$ cat config.mk
export PLATFORM = sky130hd
export DESIGN_NAME = skt_cell
export DESIGN_NICKNAME = d
export VERILOG_FILES = /design/src/design/skt_pkg.sv /design/src/design/skt_cell.sv
export SDC_FILE = /design/constraint.sdc
export NUM_CORES = 1
export LEC_CHECK = 0
export ABC_AREA = 1
export BUFFER_PORTS_ARGS = -buffer_cell sky130_fd_sc_hd__buf_2
export CAP_MARGIN = 40
export CORE_AREA = 2 2 182 184
export CTS_BUF_LIST = sky130_fd_sc_hd__clkbuf_8 sky130_fd_sc_hd__clkbuf_16
export CTS_CLUSTER_SIZE = 8
export DETAILED_ROUTE_END_ITERATION = 8
export DIE_AREA = 0 0 184 186
export PLACE_DENSITY = 0.46
export SYNTH_ARGS = -nofsm -noshare
export SYNTH_HDL_FRONTEND = slang
export SYNTH_SLANG_ARGS = --single-unit
$ cat constraint.sdc
create_clock -name clk -period 7.9 [get_ports clk]
set_input_delay 1.58 -clock clk [delete_from_list [all_inputs] [get_ports clk]]
set_output_delay 1.58 -clock clk [all_outputs]
set_load 0.03 [all_outputs]
$ cat src/design/skt_pkg.sv
// shared types, sizes and codes for the sorted key table
// no dependencies; imported by skt_cell and sorted_key_table_with_delete_guard
package skt_pkg;

    localparam int MAX_ENTRIES  = 64;
    localparam int PAYLOAD_BITS = 32;
    localparam int KEY_W        = 64;
    localparam int IDX_W        = (MAX_ENTRIES > 1) ? $clog2(MAX_ENTRIES) : 1;
    localparam int CNT_W        = $clog2(MAX_ENTRIES + 1);
    localparam int SLOT_W       = 6;
    localparam int STATUS_W     = 3;
    localparam int REQ_W        = 2;

    // request codes
    localparam logic [REQ_W-1:0] REQ_INSERT = 2'd0;
    localparam logic [REQ_W-1:0] REQ_UPDATE = 2'd1;
    localparam logic [REQ_W-1:0] REQ_DELETE = 2'd2;
    localparam logic [REQ_W-1:0] REQ_SEARCH = 2'd3;

    // result status codes
    localparam logic [STATUS_W-1:0] ST_OK          = 3'd0;
    localparam logic [STATUS_W-1:0] ST_EMPTY_KEY   = 3'd1;
    localparam logic [STATUS_W-1:0] ST_FULL        = 3'd2;
    localparam logic [STATUS_W-1:0] ST_DUP         = 3'd3;
    localparam logic [STATUS_W-1:0] ST_TABLE_EMPTY = 3'd4;
    localparam logic [STATUS_W-1:0] ST_NOT_FOUND   = 3'd5;
    localparam logic [STATUS_W-1:0] ST_IN_USE      = 3'd6;

    // one table record
    typedef struct packed {
        logic [KEY_W-1:0]        key;
        logic [PAYLOAD_BITS-1:0] payload;
        logic                    in_use;
    } entry_t;

    // per-cycle commands broadcast to every cell, already qualified
    typedef struct packed {
        logic ins;
        logic upd;
        logic del;
    } cell_ctl_t;

    // compare flags a cell reports back
    typedef struct packed {
        logic eq;
        logic gt;
        logic ins_here;
    } cell_flags_t;

endpackage

$ cat src/design/skt_cell.sv
// one slot of the sorted table: holds a record, compares it against the
// incoming key and shifts with its neighbors; uses skt_pkg
module skt_cell (
    input  logic                 clk,
    input  logic                 cap,
    input  logic [63:0]          cmp_key,
    input  skt_pkg::entry_t      new_ent,
    input  skt_pkg::cell_ctl_t   ctl,
    input  logic                 occ_self,
    input  logic                 occ_prev,
    input  logic                 gt_prev,
    input  skt_pkg::entry_t      left_ent,
    input  skt_pkg::entry_t      right_ent,
    output skt_pkg::entry_t      ent,
    output skt_pkg::cell_flags_t flags
);
    import skt_pkg::*;

    entry_t ent_reg;
    entry_t ent_next;
    logic   eq_reg;
    logic   gt_reg;
    logic   ins_here;

    // compare the incoming key against the stored one when a transaction is taken
    always_ff @(posedge clk)
    begin
        if (cap)
        begin
            eq_reg <= occ_self && (ent_reg.key == cmp_key);
            gt_reg <= occ_self && (ent_reg.key > cmp_key);
        end
    end

    // new record lands here when the left neighbor is not larger and this cell
    // is either the first larger one or the first free one
    assign ins_here = !gt_prev && (gt_reg || (occ_prev && !occ_self));

    // record update: shift up, shift down, overwrite or hold
    always_comb
    begin
        ent_next = ent_reg;
        if (ctl.ins)
        begin
            if (gt_prev)
            begin
                ent_next = left_ent;
            end
            else if (ins_here)
            begin
                ent_next = new_ent;
            end
        end
        if (ctl.upd && eq_reg)
        begin
            ent_next.payload = new_ent.payload;
            ent_next.in_use  = new_ent.in_use;
        end
        if (ctl.del && (eq_reg || gt_reg))
        begin
            ent_next = right_ent;
        end
    end

    always_ff @(posedge clk)
    begin
        ent_reg <= ent_next;
    end

    assign ent            = ent_reg;
    assign flags.eq       = eq_reg;
    assign flags.gt       = gt_reg;
    assign flags.ins_here = ins_here;

endmodule

==> results of run 1 <==
cells by family (layout without fill, tap and decap cells):
family          after synthesis  in the layout
simple gates                418            418
fa+ha+maj                    64             64
compound gates              133            133
flops                        99             99
buf+inv                     137            576
per-layer routing:
metal / share of wire / up-vias / track usage / wire, µm
li1: - / 3750 / - / -
met1: 0.43 / 3377 / 0.192 / 12000
met2: 0.49 / 283 / 0.274 / 13700
met3: 0.065 / 25 / 0.0378 / 1810
met4: 0.016 / 0 / 0.0432 / 451
met5: 0 / - / 0 / 0
worst paths after layout:
path              slack, ps  cells after the start      from        to
setup / recovery       3860                      5  occ_self  flags[0]
setup reg to reg       5410                      4    eq_reg   ent[41]
hold / removal         1060                      7   ent[88]    gt_reg
hold reg to reg        1060                      7   ent[88]    gt_reg
stage by stage:
step / cell area [µm²] / hold WS (ps)
global placement: 9440 / 1050
detailed placement: 9530 / 1080
global route: 9810 / 1170
finish: 9810 / 1060
CTS: 9810 / 1100
floorplan: 6800 / 831
report_power, final:
part / switching [mW] / internal (mW)
sequential: 0.0335 / 0.661
combinational: 0.352 / 0.200
clock: 0.226 / 0.220
Yosys cell counts, drive strengths merged:
cell type | count | area (µm²)
nand4 | 5 | 31.3
clkbuf | 15 | 56.3
edfxtp | 99 | 2970
buf | 33 | 196
nor2b | 1 | 6.26
ha | 64 | 801
nor2 | 121 | 454
nor3 | 2 | 10.0
a21oi | 26 | 130
nand2 | 244 | 916
o21a | 1 | 7.51
a31oi | 97 | 607
a21o | 3 | 22.5
o21ai | 6 | 33.8
inv | 89 | 334
nand3 | 45 | 225
critical path, stage by stage:
cell                      delay [ps]
sky130_fd_sc_hd__buf_2           100
sky130_fd_sc_hd__inv_1            50
sky130_fd_sc_hd__a21oi_1         430
sky130_fd_sc_hd__nor2_1           80
sky130_fd_sc_hd__buf_2           220
layout make-up:
cell class	instances	area (µm²)
clock buffer	9	225
sequential	99	2970
multi-input combinational	615	3260
fill	3565	22400
timing repair buffer	472	2450
tap	408	510
clock inverter	6	57.6
inverter	89	334
==> results.txt, run 1 <==
The initial antenna violation count is 2, and the post-place setup slack is 3830 ps. In this run the worst path has a maximum fanout of 2. The logs give 0.305 for the final core utilization and 3860 ps for the final worst slack.

The number of flip-flops in the largest register was 97. The first global-routing pass estimated 40400 µm of wire. For the residual overflow from global routing, the log shows 0. Synthesis inferred 99 register bits.

The number of buffer cells added on primary ports is 462, and the count of distinct cell types in the synthesized netlist is 19. TritonCTS built the clock tree. In the final timing run, aggregate negative setup slack is 0 ps. Buffers added to address setup during post-CTS repair amount to 0. The worst relative slew slack was 0.498.

The first detailed-routing pass took 6 iterations. The via count is 7435, and the endpoint arrival time on the critical path is 2460 ps. The worst setup path is captured at an output pin. For the antenna cell count, the log shows 0. Once detailed placement completed, the half-perimeter wirelength came to 23200 µm. The multiplexer share of the synthesized area works out to 0.

The final number of max-transition violations came out at 0. Counting the buffers created by CTS gives 9. After clock tree synthesis, the clock-pin slew on the worst setup and hold paths is 70 ps. The count of final setup violators came out at 0.

The run gives 851 as the synthesized instance count. The complex-gate fraction of the synthesized area was 0.118. Across the VDD grid, the largest voltage drop is 80.0 µV. Power density normalized to cell area: 172 nW/µm².

The sequential cell area fraction in the yosys report is 0.437, and the post-detailed-route count of antenna-violating nets is 0. The clock passes through at most 2 buffers. The global routing usage summed across all routing layers was 0.157; the maximum frequency from static timing analysis was 247 MHz. The cell row count is 66, and the number of buffers added to fix hold violations after cts is 0. The tools report the non-filler instance count after layout as 1698. Class of the most critical setup path: input pin to output pin.

For the synthesized cell area, the log shows 6800 µm². The worst path in the final design needs a cycle of 4040 ps, including I/O delays and setup. The worst setup path is launched from an input pin. The floorplan step defined a die boundary enclosing 34200 µm². Wires add up to 27900 µm. Total design power: 1.69 mW.

The clock arrives with 14.4 ps of skew. Counting every net in the synthesized netlist gives 1278. In this run, placement finished with an instance count of 1683.

Relative to the synthesized area, the layout overhead comes to 44.2%. The leading cell type in the layout, fill and taps excluded was sky130_fd_sc_hd__buf_2. From bottom edge to top edge, the die measures 186 µm. Leaving out fill and tap cells, the most frequent cells in the layout are sky130_fd_sc_hd__buf_2 (461), sky130_fd_sc_hd__nand2_1 (243), sky130_fd_sc_hd__nor2_1 (121).

The H-tree generated during clock tree synthesis spans 3 levels. The number of vias per cell was 4.38; the synthesized area per cell was 8.00 µm². The transition time at the pin with the least slew margin works out to 751 ps. For this run, the post-layout net count is 1713.

The congestion estimate from routability-driven global placement came to 0.824. The analysis attributes to cell leakage a power of 5.08 nW. The number of global-route vias before repair was 7245. The clock latency at the later pin of the worst-skew pair is 360 ps, and the area of the core region is 32200 µm².

The xor and xnor area share after synthesis is 0. The proportion of layout cells with a drive suffix above 1 came out at 0.381. The root buffer cell chosen for the clock tree is sky130_fd_sc_hd__clkbuf_16. After detailed routing, the average wire length per cell comes to 16.4 µm. Counting every sink on the clock net gives 99. The pin count of the biggest net entering global routing was 78; the critical path data required time was 6320 ps. The share of synthesized cell area in and, or, nand and nor gates is 0.241.

Count of endpoints failing hold in the final timing report: 0. The tools report the violation count after the first detailed-route iteration as 269. After synthesis, the largest family of logic cells by area is simple AND/OR/NAND/NOR gates. The logs give 0 for the number of resized instances in the post-cts repair step and 0 for the count of maximum capacitance violations. The final clock period utilization by the worst path came out at 0.512. The run finished with clean final reports. The adder-cell share of the synthesized area is 0.118. The effective utilization at floorplan was 0.211. Setup repair after global routing left no endpoint under its margin. In this run the horizontal extent of the chip is 184 µm.

Path class of the lowest-slack min-delay path: register to register. The Yosys step of the flow raised 0 warnings. During I/O placement, the number of pins put on the boundary was 463.

After detailed routing, the number of remaining DRC violations is 0.
(Power assumes the default switching activity.)
==> run 2, diff against run 1 <==
--- a/config.mk
+++ b/config.mk
@@ -8,12 +8,12 @@
 export ABC_AREA = 1
 export BUFFER_PORTS_ARGS = -buffer_cell sky130_fd_sc_hd__buf_2
 export CAP_MARGIN = 40
-export CORE_AREA = 2 2 182 184
+export CORE_AREA = 2 2 181 183
 export CTS_BUF_LIST = sky130_fd_sc_hd__clkbuf_8 sky130_fd_sc_hd__clkbuf_16
 export CTS_CLUSTER_SIZE = 8
 export DETAILED_ROUTE_END_ITERATION = 8
-export DIE_AREA = 0 0 184 186
-export PLACE_DENSITY = 0.46
+export DIE_AREA = 0 0 183 185
+export PLACE_DENSITY = 0.48
 export SYNTH_ARGS = -nofsm -noshare
 export SYNTH_HDL_FRONTEND = slang
 export SYNTH_SLANG_ARGS = --single-unit
==> constraint.sdc (replaced) <==
create_clock -name clk -period 3.5 [get_ports clk]
set_input_delay 0.7 -clock clk [delete_from_list [all_inputs] [get_ports clk]]
set_output_delay 0.7 -clock clk [all_outputs]
set_load 0.03 [all_outputs]
==> results.txt, run 2 (synthesis gave the netlist of run 1 again) <==
The CTS sink count was 99. The run gives 175 µV as the worst ir drop on vdd. Clock skew on the completed layout was measured at 11.4 ps. The proportion of layout cells with a drive suffix above 1 came out at 0.380. In this run the horizontal extent of the chip is 183 µm. In this run the power density over the cells is 389 nW/µm².

In this run the core area contains 66 standard-cell rows. The maximum level of the CTS H-tree is 3. In this run, post-CTS hold repair placed 0 buffers. The logs give 3520 ps for the critical path data required time and 0.212 for the effective utilization at floorplan. The number of resized instances in the post-cts repair step was 0; the wire length per cell was 16.1 µm. TritonCTS built the clock tree. The number of vias per cell was 4.38.

Data on the critical path arrives at its endpoint at 2240 ps. For the post-DP HPWL, the log shows 22300 µm. For the worst-skew pair, the clock arrives at the later sink with an insertion delay of 350 ps.

The leakage power was 5.06 nW; the count of maximum capacitance violations was 0. The logs give 0 for the number of DRC violations after detailed routing and 1290 ps for the final worst slack. The flow ran to the end, and the final reports show no timing, DRC or antenna violations. The tools report the die footprint as 33900 µm². The cell total after placement came out at 1681. The pre-antenna-repair detailed-routing pass consisted of 4 iterations.

The transition time at the pin with the least slew margin is 823 ps. Worst setup path startpoint: eq_reg. The routability congestion estimate from global placement is 0.792, and the first-pass GRT wire length is 40200 µm. The run gives 0 as the count of endpoints failing hold in the final timing report.

Kind of start point of the critical path: a register. In the layout the commonest cells are sky130_fd_sc_hd__buf_2 (461), sky130_fd_sc_hd__nand2_1 (243), sky130_fd_sc_hd__nor2_1 (121). STA classifies the critical path endpoint as a register. Counting along the longest clock path gives a buffer depth of 2. The number of cells on the worst hold path came out at 1. The register with the most flip-flops in the layout has 97 of them.

After the last flow step, the layout net total stands at 1711. Worst relative slew slack: 0.451. The tree is rooted in a sky130_fd_sc_hd__clkbuf_16. End of the critical path: ent[66]. The startpoint identified for the worst register-to-register timing path is eq_reg.

The final number of max-transition violations was 0. In the final timing run, aggregate negative setup slack is 0 ps. Number of buffer cells added on primary ports: 462. Derived from the worst setup path, the maximum achievable clock frequency is 452 MHz. Setup violations remaining at the end of the flow were counted as 0. Clock slew seen by the registers of the worst setup and hold paths: 70 ps. The tools report the total detailed-routing wirelength as 27400 µm. The via count was 7463. The placed instance area is 9500 µm². Class of the most critical setup path: register to register. Along the worst path, the maximum fanout reaches 194. The violation count after the first detailed-route iteration was 313. The final clock period utilization by the worst path was 0.632.

The area of the core region was 32000 µm². The total overflow left after global routing is 0. The run gives 0 as the count of buffers added by post-CTS timing repair for setup.

The total CTS buffers is 9. Setup repair after global routing left no endpoint under its margin. The path class of the lowest-slack min-delay path is input pin to register. The die is 185 µm tall.

The final period demand of the worst path works out to 2210 ps. The run gives 0.156 as the global routing usage summed across all routing layers. The worst register-to-register path ends at ent[66]. The tools report the number of primary I/O pins as 463. Leading cell type in the layout, fill and taps excluded: sky130_fd_sc_hd__buf_2. The layout overhead on the synthesized area is 44.0%.

The post-place setup slack is 982 ps, and the number of global-route vias before repair is 7201. After the flow finishes, the layout carries non-filler instances totaling 1702. The worst register-to-register path has a setup slack of 1290 ps. Length in cells of the worst reg-to-reg path: 3. For the initial antenna violation count, the log shows 6.

The run gives 3536 as the number of filler instances in the final layout. In this run the remaining antenna-violating nets after routing total 0. Pin count of the biggest net entering global routing: 195. The origin of the worst min-delay path is cap. The area of all placed cells without fillers is 9800 µm².
[run 2: where the power goes]
group          total, mW  switching [mW]  internal, mW
Sequential          1.56          0.0732          1.49
Clock               1.00           0.507         0.497
Combinational       1.25           0.797         0.449
[run 2: per-stage QoR]
step | utilization | total power, mW | hold WS, ps
after global routing | 0.306 | 4.07 | 602
final | 0.306 | 3.81 | 630
after global placement | 0.296 | 2.84 | 985
after CTS | 0.305 | 3.90 | 609
after floorplan | - | 2.33 | 812
after detailed placement | 0.297 | 2.86 | 981
[run 2: how the worst min path moves through the flow]
stage                   to  slack [ps]
finish              eq_reg         630
global route        eq_reg         600
CTS                 eq_reg         610
detailed placement  eq_reg         980
global placement    gt_reg         980
floorplan           eq_reg         810
[run 2: area by class of cell]
class | count | area (µm²) | area share
Antenna cell | 6 | 15.0 | 0.00153
Inverter | 89 | 334 | 0.0341
Timing Repair Buffer | 470 | 2420 | 0.247
Multi-Input combinational cell | 615 | 3260 | 0.333
Clock buffer | 9 | 225 | 0.0230
Tap cell | 408 | 510 | 0.0521
Clock inverter | 6 | 56.3 | 0.00575
Sequential cell | 99 | 2970 | 0.303
[run 2: layer usage]
metal	vias up	global-route usage	wire, µm
li1	3756	-	-
met1	3427	0.194	12000
met2	260	0.268	13300
met3	18	0.0397	1800
met4	2	0.0400	308
met5	-	0	13
[run 2: worst max-delay path, stage by stage, from the launching register on]
cell	delay, ps
sky130_fd_sc_hd__edfxtp_1	540
sky130_fd_sc_hd__o21ai_4	380
sky130_fd_sc_hd__buf_12	580
sky130_fd_sc_hd__a31oi_1	250
==> run 3, diff against run 2 <==
==> config.mk (replaced) <==
export PLATFORM = sky130hd
export DESIGN_NAME = skt_cell
export DESIGN_NICKNAME = d
export VERILOG_FILES = /design/src/design/skt_pkg.sv /design/src/design/skt_cell.sv
export SDC_FILE = /design/constraint.sdc
export NUM_CORES = 1
export LEC_CHECK = 0
export ABC_AREA = 0
export BUFFER_PORTS_ARGS = -buffer_cell sky130_fd_sc_hd__buf_2
export CAP_MARGIN = 40
export CORE_AREA = 2 2 182 184
export CTS_BUF_LIST = sky130_fd_sc_hd__clkbuf_8 sky130_fd_sc_hd__clkbuf_16
export CTS_CLUSTER_SIZE = 8
export DETAILED_ROUTE_END_ITERATION = 8
export DIE_AREA = 0 0 184 186
export PLACE_DENSITY = 0.46
export SYNTH_ARGS = -nofsm -noshare
export SYNTH_HDL_FRONTEND = slang
export SYNTH_SLANG_ARGS = --single-unit
==> constraint.sdc (replaced) <==
create_clock -name clk -period 2.31 [get_ports clk]
set_input_delay 0.462 -clock clk [delete_from_list [all_inputs] [get_ports clk]]
set_output_delay 0.462 -clock clk [all_outputs]
set_load 0.03 [all_outputs]
==> results.txt, run 3 <==
The effective utilization at floorplan was 0.205; the number of DRC violations after detailed routing was 0. Fill cells in the final layout number 3484. The startpoint identified for the worst hold timing path is cap. The area taken by multi-input logic gates was 3450 µm²; the number of primary I/O pins was 463. Across the routed clock network, the largest skew measured is 6.44 ps. TritonCTS built the clock tree. Summing every instance area after synthesis gives 6620 µm². After detailed routing, the number of vias per cell comes to 4.14. The routability congestion estimate from global placement is 0.790, and the clock latency at the later pin of the worst-skew pair is 350 ps.

Data arrives at the worst endpoint at 2360 ps. The die span in x was 184 µm; the area taken by flip-flops and latches was 2970 µm². The logs give 0 for the count of endpoints failing hold in the final timing report and 4.11 mW for the internal cell power. In this run the vertical extent of the chip is 186 µm.

TritonCTS created 9 clock buffers. The proportion of layout cells with a drive suffix above 1 works out to 0.477. The logs give 0.666 for the worst relative slew slack and 348 µV for the worst ir drop on vdd.

The initial antenna violation count is 0. The antenna cell count was 0. The tools report the worst setup path startpoint as ent[38]. The H-tree generated during clock tree synthesis spans 3 levels. Setup repair after global routing could not meet its margin everywhere. The cell count after synthesis came out at 665. The count of final setup violators was 0; the maximum fanout along the worst path was 2. The power density normalized to cell area came out at 592 nW/µm².

The residual overflow from global routing came out at 0. In this run the cell area measured after placement is 9760 µm². The number of buffers and inverters on the critical path works out to 0.

STA classifies the critical path endpoint as a register. The violation count after the first detailed-route iteration is 192. The die footprint was 34200 µm²; the async set or reset register ratio after synthesis was 0. The leakage power is 5.17 nW. In the layout the commonest cells are sky130_fd_sc_hd__buf_2 (461), sky130_fd_sc_hd__a21oi_1 (122), sky130_fd_sc_hd__nor2_1 (103).

The switching power share of the total was 0.327. For this run, the detailed router's first-pass iteration total came to 4. Derived from the worst setup path, the maximum achievable clock frequency is 442 MHz. The kind of cell with the highest combined delay along the critical path is compound AO/OA/AOI/OAI gates. The final clock period utilization by the worst path works out to 0.980. The register share of total power was 0.389; the count of maximum capacitance violations was 0.

The logs give 0.449 for the sequential cell area fraction in the yosys report and 2400 ps for the critical path data required time. The final number of max-transition violations was 0. The final period demand of the worst path is 2260 ps. Cell type contributing the most total cell area after synthesis: sky130_fd_sc_hd__edfxtp_1.

In this run, post-CTS hold repair placed 0 buffers. The flow ran to the end, and the final reports show no timing, DRC or antenna violations. The tools report the post-detailed-route count of antenna-violating nets as 0.

The net total in the final layout came out at 1578. The tools report the number of global-route vias before repair as 6476. The portion of synthesized cell area occupied by the leading cell type works out to 0.449. The post-DP HPWL is 21400 µm.

The signal on the critical path passes through ha_1 -> a21o_1 -> nand3_1 -> a211oi_1 -> or4_4 -> a2111oi_4 -> a31oi_1. Yosys mapped a number of flops with a built-in enable equal to 99. Area of the core region: 32200 µm². The routed layout has 6473 vias. The leading register cell type out of synthesis is sky130_fd_sc_hd__edfxtp_1. CTS root buffer: sky130_fd_sc_hd__clkbuf_16.

After synthesis, the most frequently instantiated cells are sky130_fd_sc_hd__a21oi_1 (123), sky130_fd_sc_hd__nor2_1 (104), sky130_fd_sc_hd__edfxtp_1 (99), sky130_fd_sc_hd__mux2i_1 (97), sky130_fd_sc_hd__inv_1 (66). Counting along the longest clock path gives a buffer depth of 2. The largest single stage delay on the critical path is 560 ps. The class of the most critical setup path is register to register. For this design the total switching power over the nets is 1.99 mW.

The slowest stage of the critical path is the sky130_fd_sc_hd__or4_4 cell. A synthesized cell averages 9.95 µm². After synthesis, the cell types taking the most area are sky130_fd_sc_hd__edfxtp_1 (45%), sky130_fd_sc_hd__mux2i_1 (15%), sky130_fd_sc_hd__ha_1 (12%). At the pin with the least slew margin, the transition time is 500 ps. The combinational fraction of design power was 0.325; the total detailed-routing wirelength was 25100 µm. In this run, distinct cell masters in the synthesized netlist total 36. The number of flip-flops and latches in the synthesized netlist was 99. The number of nets in the synthesized netlist is 1092. The tools report the worst reg2reg path startpoint as ent[38].

The CTS sink count came out at 99. The clock slew seen by the registers of the worst setup and hold paths was 70 ps; the setup total negative slack was 0 ps. For this run, the number of Yosys warnings is 0.

The global routing usage summed across all routing layers came out at 0.140. From synthesis to final layout, the design area changed by 55.6%. The path class of the lowest-slack min-delay path was input pin to register.

The area of all placed cells without fillers was 10300 µm². The run gives 69 as the pin count of the biggest net entering global routing. The cell row count was 66. The clock group share of total power is 0.286, and the first-pass GRT wire length is 35800 µm. During placement, the flow inserted port buffers numbering 462.

The final-layout worst hold slack was 367 ps; the number of flip-flops in the largest register was 97. In the final routed layout, each cell accounts on average for 16.1 µm. The most repeated cell in the gate-level netlist after synthesis was sky130_fd_sc_hd__a21oi_1. The leading cell type in the layout, fill and taps excluded is sky130_fd_sc_hd__buf_2.

The kind of start point of the critical path is a register.
==> run 3: worst paths after layout <==
check,endpoint,slack [ps],cells past startpoint
worst min-delay path,eq_reg,370,1
worst max-delay path,gt_reg,50,7
worst min register to register,gt_reg,900,3
worst max register to register,gt_reg,50,7
==> run 3: layout make-up <==
| type | count | area share |
|---|---|---|
| Multi-Input combinational cell | 465 | 0.336 |
| Sequential cell | 99 | 0.289 |
| Clock inverter | 6 | 0.0103 |
| Tap cell | 408 | 0.0496 |
| Clock buffer | 9 | 0.0219 |
| Timing Repair Buffer | 510 | 0.269 |
| Inverter | 66 | 0.0253 |
==> run 3: cells by family (layout without fill, tap and decap cells) <==
logic type               Yosys count  in the layout  synth area share
AO/OA/AOI/OAI                    153            153             0.123
AND/OR/NAND/NOR                  151            151            0.0989
buffers and inverters            101            591            0.0607
flip-flops                        99             99             0.449
multiplexers                      97             97             0.147
adder cells (fa/ha/maj)           64             64             0.121
==> run 3: power by group through the flow <==
| stage | Sequential [mW] | Clock, mW | Combinational (mW) |
|---|---|---|---|
| 3_3_place_gp | 2.41 | 0 | 1.95 |
| 4_1_cts | 2.38 | 1.83 | 1.99 |
| 2_1_floorplan | 2.79 | 0 | 0.695 |
| 6_report | 2.37 | 1.74 | 1.98 |
| 5_1_grt | 2.40 | 1.89 | 2.18 |
| 3_5_place_dp | 2.41 | 0 | 1.96 |
==> run 3: per-stage QoR <==
step           worst slack (ps)  power [mW]  utilization  cells
5_1_grt                   -42.3        6.47        0.320   1563
3_3_place_gp               -184        4.36        0.303   1542
6_report                   45.4        6.10        0.320   1563
2_1_floorplan              -178        3.49            -    665
3_5_place_dp               -252        4.37        0.303   1542
4_1_cts                    9.87        6.19        0.315   1559
==> run 3: routing by layer <==
layer | global-route usage | vias up | wire, µm
li1 | - | 3359 | -
met1 | 0.159 | 2849 | 10200
met2 | 0.263 | 253 | 13000
met3 | 0.0374 | 12 | 1780
met4 | 0.0262 | 0 | 207
met5 | 0 | - | 0
==> run 3: what timing repair did <==
item	CTS	global route
endpoints found under the hold margin	0	0
endpoints found under the setup margin	1	2
pin swaps	7	11
gates resized for setup	7	15
buffers inserted	2	4
